<file path="config.mk">
export PLATFORM = sky130hd
export DESIGN_NAME = bounded_deque_with_search
export DESIGN_NICKNAME = d
export VERILOG_FILES = /design/src/hw/rtl/bdq_pkg.sv /design/src/hw/rtl/bdq_ram.sv /design/src/hw/rtl/bounded_deque_with_search.sv
export SDC_FILE = /design/constraint.sdc
export NUM_CORES = 1
export LEC_CHECK = 0
export BUFFER_PORTS_ARGS = -buffer_cell sky130_fd_sc_hd__buf_2
export CAP_MARGIN = 20
export CORE_UTILIZATION = 50
export CTS_BUF_LIST = sky130_fd_sc_hd__clkbuf_16
export CTS_CLUSTER_SIZE = 40
export DETAILED_ROUTE_END_ITERATION = 6
export PLACE_DENSITY_LB_ADDON = 0.2
export SKIP_LAST_GASP = 1
export SYNTH_ARGS = -nofsm -noshare
export SYNTH_HDL_FRONTEND = slang
export SYNTH_SLANG_ARGS = --single-unit
</file>
<file path="constraint.sdc">
create_clock -name clk -period 12.36 [get_ports clk]
set_input_delay 1.236 -clock clk [delete_from_list [all_inputs] [get_ports clk]]
set_output_delay 1.236 -clock clk [all_outputs]
set_load 0.03 [all_outputs]
</file>
<file path="src/hw/rtl/bdq_pkg.sv">
`timescale 1ns / 1ps

package bdq_pkg;

  localparam int unsigned DEPTH = 16;
  localparam int unsigned AW    = (DEPTH > 1) ? $clog2(DEPTH) : 1;
  localparam int unsigned CW    = $clog2(DEPTH + 1);
  localparam int unsigned PW    = 4;
  localparam int unsigned VW    = 32;
  localparam int unsigned CMPW  = (PW > CW) ? PW : CW;

  localparam logic [2:0] REQ_PUSH_TAIL = 3'd0;
  localparam logic [2:0] REQ_POP_HEAD  = 3'd1;
  localparam logic [2:0] REQ_PUSH_HEAD = 3'd2;
  localparam logic [2:0] REQ_FIND      = 3'd3;
  localparam logic [2:0] REQ_READ      = 3'd4;

  localparam logic [1:0] ST_OK   = 2'd0;
  localparam logic [1:0] ST_MISS = 2'd1;
  localparam logic [1:0] ST_FULL = 2'd2;

  typedef struct packed {
    logic [2:0]           req_type;
    logic signed [VW-1:0] value;
    logic [PW-1:0]        position;
  } bdq_in_t;

  typedef struct packed {
    logic [1:0]           status;
    logic signed [VW-1:0] data;
    logic [PW-1:0]        found_position;
    logic [4:0]           count;
  } bdq_out_t;

  // ring slot of an offset from the head, offset at most DEPTH
  function automatic logic [AW-1:0] slot_of(logic [AW-1:0] head, logic [CW-1:0] off);
    logic [CW:0] s;
    s = (CW + 1)'(head) + (CW + 1)'(off);
    if (s >= (CW + 1)'(DEPTH)) begin
      s = s - (CW + 1)'(DEPTH);
    end
    return s[AW-1:0];
  endfunction

endpackage

</file>
<file path="src/hw/rtl/bdq_ram.sv">
`timescale 1ns / 1ps

module bdq_ram #(
  parameter int unsigned DATA_W  = 32,
  parameter int unsigned DEPTH_N = 16
) (
  input  logic                                      clk,
  input  logic                                      we,
  input  logic [((DEPTH_N > 1) ? $clog2(DEPTH_N) : 1)-1:0] waddr,
  input  logic [DATA_W-1:0]                         wdata,
  input  logic [((DEPTH_N > 1) ? $clog2(DEPTH_N) : 1)-1:0] raddr,
  output logic [DATA_W-1:0]                         rdata
);

  logic [DATA_W-1:0] mem [DEPTH_N];

  always_ff @(posedge clk) begin
    if (we) begin
      mem[waddr] <= wdata;
    end
    rdata <= mem[raddr];
  end

endmodule

</file>
<file path="src/hw/rtl/bounded_deque_with_search.sv">
`timescale 1ns / 1ps
// Push and every refused or failed request answer via the output register only; pop and read
// also pass the store read; find makes one store read per cycle, walking from the head.
// busy is high in S_READ or S_FIND, until the cycle before the strobe; one request at a time.
// The result strobe lasts one cycle and cannot be stalled by the receiver.
// Reset (rst_n low, synchronous) empties the deque; store contents stay undefined.
module bounded_deque_with_search
  import bdq_pkg::*;
(
  input  logic     clk,
  input  logic     rst_n,
  input  logic     start,
  output logic     busy,
  input  bdq_in_t  in_req,
  output logic     out_valid,
  output bdq_out_t out_res
);

  localparam logic [1:0] S_IDLE = 2'd0;
  localparam logic [1:0] S_READ = 2'd1;
  localparam logic [1:0] S_FIND = 2'd2;

  logic [1:0]           state_r, state_nxt;
  logic [AW-1:0]        head_r, head_nxt;
  logic [CW-1:0]        count_r, count_nxt;
  logic [CW-1:0]        idx_r, idx_nxt;
  logic signed [VW-1:0] val_r, val_nxt;
  logic                 out_valid_r, out_valid_nxt;
  bdq_out_t             out_r, out_nxt;

  logic                 ram_we;
  logic [AW-1:0]        ram_waddr;
  logic [VW-1:0]        ram_wdata;
  logic [AW-1:0]        ram_raddr;
  logic [VW-1:0]        ram_rdata;

  logic                 imm;
  bdq_out_t             res;
  logic [CW-1:0]        idx_inc;

  bdq_ram #(
    .DATA_W (VW),
    .DEPTH_N(DEPTH)
  ) u_store (
    .clk  (clk),
    .we   (ram_we),
    .waddr(ram_waddr),
    .wdata(ram_wdata),
    .raddr(ram_raddr),
    .rdata(ram_rdata)
  );

  assign idx_inc = CW'(idx_r + 1'b1);

  always_comb begin
    state_nxt     = state_r;
    head_nxt      = head_r;
    count_nxt     = count_r;
    idx_nxt       = idx_r;
    val_nxt       = val_r;
    out_valid_nxt = 1'b0;
    out_nxt       = out_r;
    ram_we        = 1'b0;
    ram_waddr     = head_r;
    ram_wdata     = in_req.value;
    ram_raddr     = head_r;
    imm           = 1'b0;
    res           = '0;
    res.status    = ST_OK;

    case (state_r)
      S_IDLE: begin
        if (start) begin
          val_nxt = in_req.value;
          case (in_req.req_type)
            REQ_PUSH_TAIL: begin
              imm = 1'b1;
              if (count_r == CW'(DEPTH)) begin
                res.status = ST_FULL;
              end else begin
                ram_we    = 1'b1;
                ram_waddr = slot_of(head_r, count_r);
                count_nxt = CW'(count_r + 1'b1);
              end
            end
            REQ_PUSH_HEAD: begin
              imm = 1'b1;
              if (count_r == CW'(DEPTH)) begin
                res.status = ST_FULL;
              end else begin
                head_nxt  = slot_of(head_r, CW'(DEPTH - 1));
                ram_we    = 1'b1;
                ram_waddr = head_nxt;
                count_nxt = CW'(count_r + 1'b1);
              end
            end
            REQ_POP_HEAD: begin
              if (count_r == '0) begin
                imm        = 1'b1;
                res.status = ST_MISS;
              end else begin
                ram_raddr = head_r;
                head_nxt  = slot_of(head_r, CW'(1));
                count_nxt = CW'(count_r - 1'b1);
                state_nxt = S_READ;
              end
            end
            REQ_FIND: begin
              if (count_r == '0) begin
                imm        = 1'b1;
                res.status = ST_MISS;
              end else begin
                ram_raddr = head_r;
                idx_nxt   = '0;
                state_nxt = S_FIND;
              end
            end
            REQ_READ: begin
              if (CMPW'(in_req.position) < CMPW'(count_r)) begin
                ram_raddr = slot_of(head_r, CW'(in_req.position));
                state_nxt = S_READ;
              end else begin
                imm        = 1'b1;
                res.status = ST_MISS;
              end
            end
            default: begin
              imm        = 1'b1;
              res.status = ST_MISS;
            end
          endcase
          if (imm) begin
            res.count     = 5'(count_nxt);
            out_nxt       = res;
            out_valid_nxt = 1'b1;
          end
        end
      end
      S_READ: begin
        res.data      = ram_rdata;
        res.count     = 5'(count_r);
        out_nxt       = res;
        out_valid_nxt = 1'b1;
        state_nxt     = S_IDLE;
      end
      S_FIND: begin
        res.count = 5'(count_r);
        if ($signed(ram_rdata) == val_r) begin
          res.found_position = PW'(idx_r);
          out_nxt            = res;
          out_valid_nxt      = 1'b1;
          state_nxt          = S_IDLE;
        end else if (idx_inc == count_r) begin
          res.status    = ST_MISS;
          out_nxt       = res;
          out_valid_nxt = 1'b1;
          state_nxt     = S_IDLE;
        end else begin
          ram_raddr = slot_of(head_r, idx_inc);
          idx_nxt   = idx_inc;
        end
      end
      default: begin
        state_nxt = S_IDLE;
      end
    endcase
  end

  always_ff @(posedge clk) begin
    if (!rst_n) begin
      state_r     <= S_IDLE;
      head_r      <= '0;
      count_r     <= '0;
      out_valid_r <= 1'b0;
    end else begin
      state_r     <= state_nxt;
      head_r      <= head_nxt;
      count_r     <= count_nxt;
      out_valid_r <= out_valid_nxt;
    end
  end

  always_ff @(posedge clk) begin
    idx_r <= idx_nxt;
    val_r <= val_nxt;
    out_r <= out_nxt;
  end

  assign busy      = (state_r != S_IDLE);
  assign out_valid = out_valid_r;
  assign out_res   = out_r;

endmodule

</file>
## Yosys cells after proc, flatten, opt, wreduce, memory -nomap -nowiden

Memories as Yosys holds them, arrays and structs flattened. A register that Yosys moved wholly into a read port is not among the register bits.
Index checks and enable logic that the tools add are counted.

- Bits in registers: 92
- Bits in latches: 0
- Memory bits (writable): 512
- ROM bits: 0
- Word-level logic and storage cells: 125
- Memories kept: 1

Memories:

| memory | words | bits a word | rd ports | clocked after Yosys merged registers in | wr ports | RTL line | text |
|---|---|---|---|---|---|---|---|
| u_store.mem | 16 | 32 | 1 | 1 | 1 | bdq_ram.sv:15 | `logic [DATA_W-1:0] mem [DEPTH_N];` |

- Add/sub/neg operators: 13
- Multipliers: 0
- Div/mod/pow operators: 0
- Magnitude comparators: 6
- Eq/ne operators: 21
- Shifts and indexed selects: 0
- Muxes and demuxes: 60
- Bitwise logic cells: 0
- Reduce and logical (&&, ||, !) cells: 14

Operator list:

| cell | count |
|---|---|
| two-way mux 43 bit | 4 |
| one-hot mux 43 bit (3 select lines) | 1 |
| two-way mux 4 bit | 15 |
| two-way mux 5 bit | 7 |
| == test 32 bit | 1 |
| one-hot mux 4 bit (2 select lines) | 3 |
| one-hot mux 5 bit (2 select lines) | 2 |
| subtractor 4 x 1 -> 4 bit (second input constant) | 5 |
| two-way mux 1 bit | 16 |
| >= comparator 5 bit (second input constant) | 3 |
| two-way mux 2 bit | 7 |
| adder 4 x 5 -> 6 bit | 2 |
| >= comparator 6 x 5 -> 1 bit (second input constant) | 2 |
| != test 2 bit (second input constant) | 6 |
| != test 3 bit (second input constant) | 4 |
| one-hot mux 2 bit (3 select lines) | 2 |
| AND reduction 6 bit | 2 |
| adder 5 x 1 -> 5 bit (second input constant) | 2 |
| AND reduction 4 bit | 2 |
| == test 3 x 2 -> 1 bit (second input constant) | 2 |
| nonzero test 2 bit | 3 |
| adder 4 x 1 -> 5 bit (second input constant) | 1 |
| adder 4 x 4 -> 5 bit | 1 |
| adder 4 x 4 -> 5 bit (second input constant) | 1 |
| other kinds (19) | 20 |

## Longest topological paths before layout

Gate-level depths: netlist (run 1).

- Word-level depth: 8
- Gate-level depth with buffers: 14

## Modules after synthesis

From an unflattened synthesis (run 1), not the netlist that was laid out.

- Cells, all modules: 1,257
- Area, all modules: 24,701.2 um^2

By module, submodules not included:

| module | times used | cells an instance | area each (um^2) |
|---|---|---|---|
| bdq_ram | 1 | 838 | 19,835.3 |
| bounded_deque_with_search | 1 | 419 | 4,865.9 |

## Least setup slack after synthesis (run 1)

No wires, ideal clock.

- Path type: input to register
- Start point: input port start
- End point: memory u_store.mem[10][0], enable pin
- Setup time: 421 ps
- Arrival time: 4,378 ps
- Required time: 11,939 ps
- Path slack: 7,561 ps
- Cell stages on the path: 7
- Path buffers: 0
- Cells stage by stage: nand2_1 -> clkinv_1 -> nand2_1 -> nor2_1 -> o22ai_1 -> nand2_1 -> nor2_1

- Longest elaborated chain between the ends: 4

RTL lines:

| what | RTL line | text |
|---|---|---|
| from (decl) | bounded_deque_with_search.sv:12 | `input logic start,` |
| two-way mux 1 bit | bounded_deque_with_search.sv:73 | `if (start) begin` |
| two-way mux 1 bit | bounded_deque_with_search.sv:71 | `case (state_r)` |
| two-way mux 1 bit | bdq_ram.sv:18 | `if (we) begin` |
| two-way mux 1 bit (not written as such) | bdq_ram.sv:19 | `mem[waddr] <= wdata;` |
| to (decl) | bdq_ram.sv:15 |  |

Several ways; a longest one is shown, not always the timed one.

## Worst setup path after layout (run 1)

- Start point: register val_r[25]
- End point: register u_store.rdata[12], read port of u_store.mem

- Longest elaborated chain between the ends: 3

RTL lines:

| what | RTL line | text |
|---|---|---|
| from (decl) | bounded_deque_with_search.sv:27 | `logic signed [VW-1:0] val_r, val_nxt;` |
| from (signal assigned) | bounded_deque_with_search.sv:185 | `val_r <= val_nxt;` |
| == test 32 bit | bounded_deque_with_search.sv:148 | `if ($signed(ram_rdata) == val_r) begin` |
| two-way mux 4 bit | bounded_deque_with_search.sv:148 |  |
| one-hot mux 4 bit (2 select lines) | bounded_deque_with_search.sv:71 |  |
| to (decl) | bdq_ram.sv:12 | `output logic [DATA_W-1:0] rdata` |

No other way between the ends.
A chain may end at the register's enable or synchronous reset.

==> results_dict.tcl, run 1 <==
set metrics [dict create \
    outcome "completed" \
    root_buffer "clkbuf_16" \
    fill_cells 3666 \
    slew_headroom_pct 26.1 \
    crit_type "reg2reg" \
    reg2reg_depth 11 \
    area_delta_synth_final_pct 13.3 \
    num_vias 12524 \
    start_kind "register" \
    grt_overflow 0 \
    grt_max_degree 129 \
    synth_fp_nets 1339 \
    antenna_cells 0 \
    vias_per_cell 5.96 \
    irDropWorstVdd_mv 0.167 \
    yosysWarnings 0 \
    p_per_area_mw_per_mm2 220 \
    dieArea_sq_mm 0.0505 \
    avgSynthCellArea_sq_um 19.5 \
    critPathCaptureType "register" \
    drv_slew 0 \
    ys_types 57 \
    ys_seq_area_share_pct 75.3 \
    cp_max_fo 112 \
    clock_path_buffers 3 \
    syn-instance-count 1272 \
    place_ws_ns 6.86 \
    slowest_delay_ns 0.94 \
    met1_usage_pct 33.4 \
    clock_skew_ns 0.0183 \
    path_buf_inv 2 \
    path_clk_slew_ns 0.06 \
    drive_above_1_share_pct 24.9 \
    crit_family "simple AND/OR/NAND/NOR gates" \
    totalWireLength_mm 56.2 \
    holdWs_ns 0.528 \
    r2r-start "val_r[25]$_DFFE_PP_" \
    clock-sinks 636 \
    cts_tree "built" \
    hold_class "reg2reg" \
    clk_latency_ns 0.61 \
    dp_hpwl_mm 28.5 \
    fin_ws_ns 7.56 \
    globalplace.congestion 0.838 \
    rsz0062_at_grt "false" \
    finalCritPeriodShare_pct 38.8 \
    start_util_pct 50.6 \
    firstDrtPassIters 5 \
    setup_violations 0 \
    grt.busiest_layer "met2" \
    grt_pass1_vias 12584 \
    p_leak_nw 9.31 \
    htree_levels 2 \
    multiInputGateArea_sq_mm 0.00586 \
    io_buffers 86 \
    worstPathRequired_ns 12.85 \
    drcViolationCount 0 \
    std_cell_rows 81 \
    grt_usage_pct 22.9 \
    synth_edf_count 592 \
    antenna_found_initial 3 \
    path_cells "xnor2_1, nand4_1, nor4_1, and2_1, nor3_1, mux2i_4, buf_12, buf_12, mux4_2, a22oi_1, nand2_1" \
    cts_hold_buf 0 \
    routedWlPerCell_um 26.8 \
    crit_top_cell "buf_12" \
    most-common-layout-cells "592 x edfxtp_1, 128 x mux4_2, 86 x buf_2" \
    critPathSlowestCell "nor4_1" \
    drtIter0Drc 1339 \
    cts_made_buffers 60 \
    postCtsSetupBuffers 0 \
    fmax_mhz 208 \
    design.core.area_sq_mm 0.0490 \
    fp.dieW_um 225 \
    cts_resized 0 \
    die_h_um 225 \
    worst_slew_pin_slew_ns 1.10 \
    finalHoldViolations 0 \
    synth_ff_type "edfxtp_1" \
    ys_ff_latch 636 \
    syn_area_sq_mm 0.0248 \
    crit_start "val_r[25]$_DFFE_PP_" \
    grt_pass1_wl_mm 83.2 \
    async_flop_share_pct 0 \
    antenna_left 0 \
    cp_data_arrival_time_ns 5.28 \
    ioPinCount 87 \
    finalCriticalPeriod_ns 4.80 \
    cap_viol_max_count 0 \
    reg2reg_slack_ns 7.56 \
    finalSetupTns_ns 0 \
    cp.depth 11 \
    nNetsFinal 1451 \
    grt_util_met3_pct 3.76 \
    whs_path_depth 2 \
    min_from "state_r[0]$_SDFFE_PN0P_" \
    met2_usage_pct 36.4 \
    regArea_sq_mm 0.0187 \
    final_core_util_pct 57.4 \
    layout_commonest_cell "edfxtp_1" \
]
-- logic make-up (layout without fill, tap and decap cells) --
kind of cell    after synthesis  count (layout)  synth area share [%]
mux                         132             132                  11.8
flops                       636             636                  75.3
simple gates                194             194                  3.69
buf+inv                      87             251                  1.74
compound gates              147             147                  4.22
fa+ha+maj                    25              25                  1.35
xor+xnor                     51              51                  1.91
-- final timing paths --
check / end
worst max register to register: u_store.rdata[12]$_DFF_P_
worst max-delay path: u_store.rdata[12]$_DFF_P_
worst min-delay path: state_r[0]$_SDFFE_PN0P_
worst min register to register: state_r[0]$_SDFFE_PN0P_
-- sequential cells by signal, indices dropped and copies added, names as in the netlist, 2 cells and up --
signal,cells
count_r,5
head_r,4
idx_r,5
out_res,43
state_r,2
u_store.mem,512
u_store.rdata,32
val_r,32
-- power by group --
group	internal [W]	total, W	switching (W)
clock network	0.00106	0.00184	0.000778
registers	0.00259	0.00270	0.000113
logic	0.000642	0.00164	0.000993
total	0.00429	0.00618	0.00188
-- tightest hold or removal path: stages, from the launching register on --
cell and delay (ns):
dfxtp_1 0.33, o21ai_0 0.09, a21oi_1 0.06
-- layer usage --
metal	vias up	wire length [um]
met5	-	45
met4	6	1040
met3	82	3600
met2	454	27300
met1	6577	24200
li1	5405	-
-- cells in the mapped netlist (4+ instances only) --
master / instances / area share, %
xnor2_1: 47 / 1.7
inv_1: 21 / 0.32
a31oi_1: 4 / 0.10
a22oi_1: 65 / 2.0
mux4_2: 128 / 12
a21o_1: 4 / 0.12
nand2_1: 62 / 0.94
nor3_1: 6 / 0.12
dfxtp_1: 44 / 3.6
a211oi_1: 5 / 0.15
and2_1: 5 / 0.13
a21oi_1: 24 / 0.48
nor2_1: 53 / 0.80
and3_1: 36 / 0.91
o22ai_1: 9 / 0.23
ha_1: 22 / 1.1
clkbuf_1: 29 / 0.44
buf_4: 10 / 0.30
buf_6: 6 / 0.27
o21ai_0: 9 / 0.18
nand4_1: 9 / 0.23
edfxtp_1: 592 / 72
nor4_1: 4 / 0.10
buf_2: 17 / 0.34
nand3_1: 10 / 0.20
-- cell type report --
type | count | area share (%)
Tap cell | 664 | 2.96
Clock inverter | 53 | 1.58
Clock buffer | 61 | 5.43
Sequential cell | 636 | 66.4
Multi-Input combinational cell | 549 | 20.9
Timing Repair Buffer | 113 | 2.43
Inverter | 24 | 0.321
-- stage by stage --
step	power, W	cell area, sq um	cells
after floorplan	0.00389	24800	1272
after global placement	0.00437	26100	1984
after detailed placement	0.00438	26100	1984
after CTS	0.00621	28000	2098
after global routing	0.00643	28100	2100
final	0.00618	28100	2100
Note: power is estimated with default switching activity, not from simulation.
==> inputs of run 2 (changes only) <==
--- a/config.mk
+++ b/config.mk
@@ -5,6 +5,7 @@
 export SDC_FILE = /design/constraint.sdc
 export NUM_CORES = 1
 export LEC_CHECK = 0
+export ABC_AREA = 1
 export BUFFER_PORTS_ARGS = -buffer_cell sky130_fd_sc_hd__buf_2
 export CAP_MARGIN = 20
 export CORE_UTILIZATION = 50
==> constraint.sdc (replaced) <==
create_clock -name clk -period 4.05 [get_ports clk]
set_input_delay 0.405 -clock clk [delete_from_list [all_inputs] [get_ports clk]]
set_output_delay 0.405 -clock clk [all_outputs]
set_load 0.03 [all_outputs]
==> results_dict.tcl, run 2 <==
set metrics [dict create \
    outcome "completed" \
    avgSynthCellArea_sq_um 10.5 \
    start_util_pct 50.6 \
    clk_latency_ns 0.62 \
    die_h_um 238 \
    ys_ff_latch 636 \
    worst_slew_pin_slew_ns 1.04 \
    fmax_mhz 284 \
    path_cells "inv_1, ha_1, a21o_1, a22oi_1, and2_1, nand2_2, nand2_1, nand3_1, nand3_4, buf_12, nand3_1, nand2_1, nand2_1, nand3_1, nand3_1, nand2_1" \
    internal_power_w 0.0152 \
    cp_max_fo 142 \
    crit_type "reg2reg" \
    grt_pass1_vias 18173 \
    p_leak_nw 13.1 \
    total_power_w 0.0277 \
    p_comb_share_pct 49.3 \
    design.core.area_sq_mm 0.0551 \
    p_per_area_mw_per_mm2 882 \
    synth_edf_count 592 \
    grt_usage_pct 26.2 \
    drtIter0Drc 1961 \
    final_core_util_pct 57.1 \
    firstDrtPassIters 6 \
    antenna_left 0 \
    ys_types 42 \
    place_ws_ns 0.602 \
    async_flop_share_pct 0 \
    finalCriticalPeriod_ns 3.52 \
    clock_path_buffers 3 \
    slowest_delay_ns 0.57 \
    clock_skew_ns 0.0335 \
    cts_tree "built" \
    irDropWorstVdd_mv 1.26 \
    vias_per_cell 5.49 \
    dp_hpwl_mm 40.8 \
    synth_ff_type "edfxtp_1" \
    dp.cells 3413 \
    io_buffers 86 \
    globalplace.congestion 0.906 \
    routedWlPerCell_um 20.6 \
    syn-instance-count 2658 \
    root_buffer "clkbuf_16" \
    totalWireLength_mm 73.0 \
    min_from "rst_n" \
    dieArea_sq_mm 0.0567 \
    syn_area_sq_mm 0.0279 \
    htree_levels 3 \
    synth_fp_nets 2725 \
    cts_made_buffers 67 \
    synth_common_cells "655 x nand2_1, 611 x nand3_1, 592 x edfxtp_1" \
    r2r-start "count_r[2]$_SDFFE_PN0P_" \
    power_frac_clock_pct 20.5 \
    grt_overflow 0 \
    crit_start "count_r[2]$_SDFFE_PN0P_" \
    drv_slew 0 \
    finalCritPeriodShare_pct 87.0 \
    area_delta_synth_final_pct 12.7 \
    regMostFlops "u_store.mem" \
    most-common-layout-cells "651 x nand2_1, 610 x nand3_1, 592 x edfxtp_1" \
    clock-sinks 636 \
    cap_viol_max_count 0 \
    rsz0062_at_grt "false" \
    fin_cells 3534 \
    drive_above_1_share_pct 9.87 \
    nNetsFinal 2801 \
    p_seq_share_pct 30.2 \
    num_vias 19396 \
    largest_register_ffs 512 \
    p_switching_w 0.0125 \
    fin_ws_ns 0.528 \
    start_kind "register" \
    grt_pass1_wl_mm 111 \
    postCtsSetupBuffers 0 \
    cts_resized 0 \
    yosysTopAreaCell "edfxtp_1" \
    finalHoldViolations 0 \
    synth.most_common_cell "nand2_1" \
    grt_max_degree 143 \
    setup_violations 0 \
    cts_hold_buf 0 \
    reg2reg_depth 16 \
    hold_class "in2reg" \
    yosys-top-cells-area "edfxtp_1 64%, nand3_1 11%, nand2_1 8.8%, inv_1 4.8%, dfxtp_1 3.2%" \
    p_sw_share_pct 45.2 \
    drcViolationCount 0 \
    layout_commonest_cell "nand2_1" \
    synth_top_area_share_pct 63.8 \
    ys_seq_area_share_pct 66.9 \
    worstPathRequired_ns 4.58 \
    ioPinCount 87 \
    fp.dieW_um 238 \
    cp_data_arrival_time_ns 4.06 \
    antenna_found_initial 2 \
    holdWs_ns 0.121 \
    std_cell_rows 86 \
    whs_path_depth 3 \
    slew_headroom_pct 30.0 \
    yosysWarnings 0 \
    path_clk_slew_ns 0.06 \
    critPathSlowestCell "dfxtp_1" \
    critPathCaptureType "register" \
]
[run 2: cell count changes in the layout (fill, tap and decap cells not counted), moves of 9 or more]
cell	delta
a21oi_1	-9
a22oi_1	-64
and3_1	-36
buf_12	+17
buf_4	+19
inv_1	+336
mux4_2	-128
nand2_1	+589
nand3_1	+600
nor2_1	+41
o21ai_0	+13
xnor2_1	-24
[run 2: critical path, delay by kind of cell (launching register included)]
kind	cells	cell delay, ns
buffers and inverters	2	0.64
flip-flops	1	0.57
adder cells (fa/ha/maj)	1	0.33
AO/OA/AOI/OAI	2	0.30
AND/OR/NAND/NOR	11	1.47
[run 2: cell type report]
type | instances | area (sq um)
timing repair buffer | 149 | 1170
multi-input combinational | 1516 | 7300
clock buffer | 68 | 1700
antenna | 1 | 2.50
tap | 748 | 936
fill | 4712 | 23700
clock inverter | 52 | 302
inverter | 364 | 1370
sequential | 636 | 18700
[run 2: path summary, 6_finish.rpt]
path / endpoint / slack (ns)
setup / recovery: u_store.rdata[16]$_DFF_P_ / 0.53
hold / removal: head_r[0]$_SDFFE_PN0P_ / 0.12
setup reg to reg: u_store.rdata[16]$_DFF_P_ / 0.53
hold reg to reg: state_r[0]$_SDFFE_PN0P_ / 0.54
[run 2: routing by layer]
layer | up-vias | global-route usage [%] | routed length (um)
li1 | 9086 | - | -
met1 | 9324 | 37.0 | 31000
met2 | 820 | 40.8 | 33700
met3 | 162 | 4.51 | 5940
met4 | 4 | 9.50 | 2360
met5 | - | 0 | 27
[run 2: metrics by stage]
stage / TNS (ns) / area [sq um]
3_3_place_gp: 0 / 29400
3_5_place_dp: 0 / 29400
2_1_floorplan: -7.15 / 27900
6_report: 0 / 31400
5_1_grt: 0 / 31400
4_1_cts: 0 / 31400
[run 2: power groups by stage]
stage / logic (W) / registers (W) / clock network, W
floorplan: 0.00939 / 0.00886 / 0
global placement: 0.0135 / 0.00851 / 0
detailed placement: 0.0136 / 0.00852 / 0
CTS: 0.0137 / 0.00839 / 0.00576
global route: 0.0152 / 0.00844 / 0.00600
finish: 0.0137 / 0.00838 / 0.00568
[run 2: logic make-up (layout without fill, tap and decap cells)]
logic type / count (synthesis) / in the layout / synth area share, %
AOI/OAI and AO/OA: 63 / 63 / 1.40
adders and majority gates: 25 / 25 / 1.20
xor gates and xnor gates: 32 / 32 / 1.01
and+or+nand+nor: 1396 / 1396 / 21.9
buffers and inverters: 506 / 633 / 7.60
DFF: 636 / 636 / 66.9
other: 0 / 1 / 0
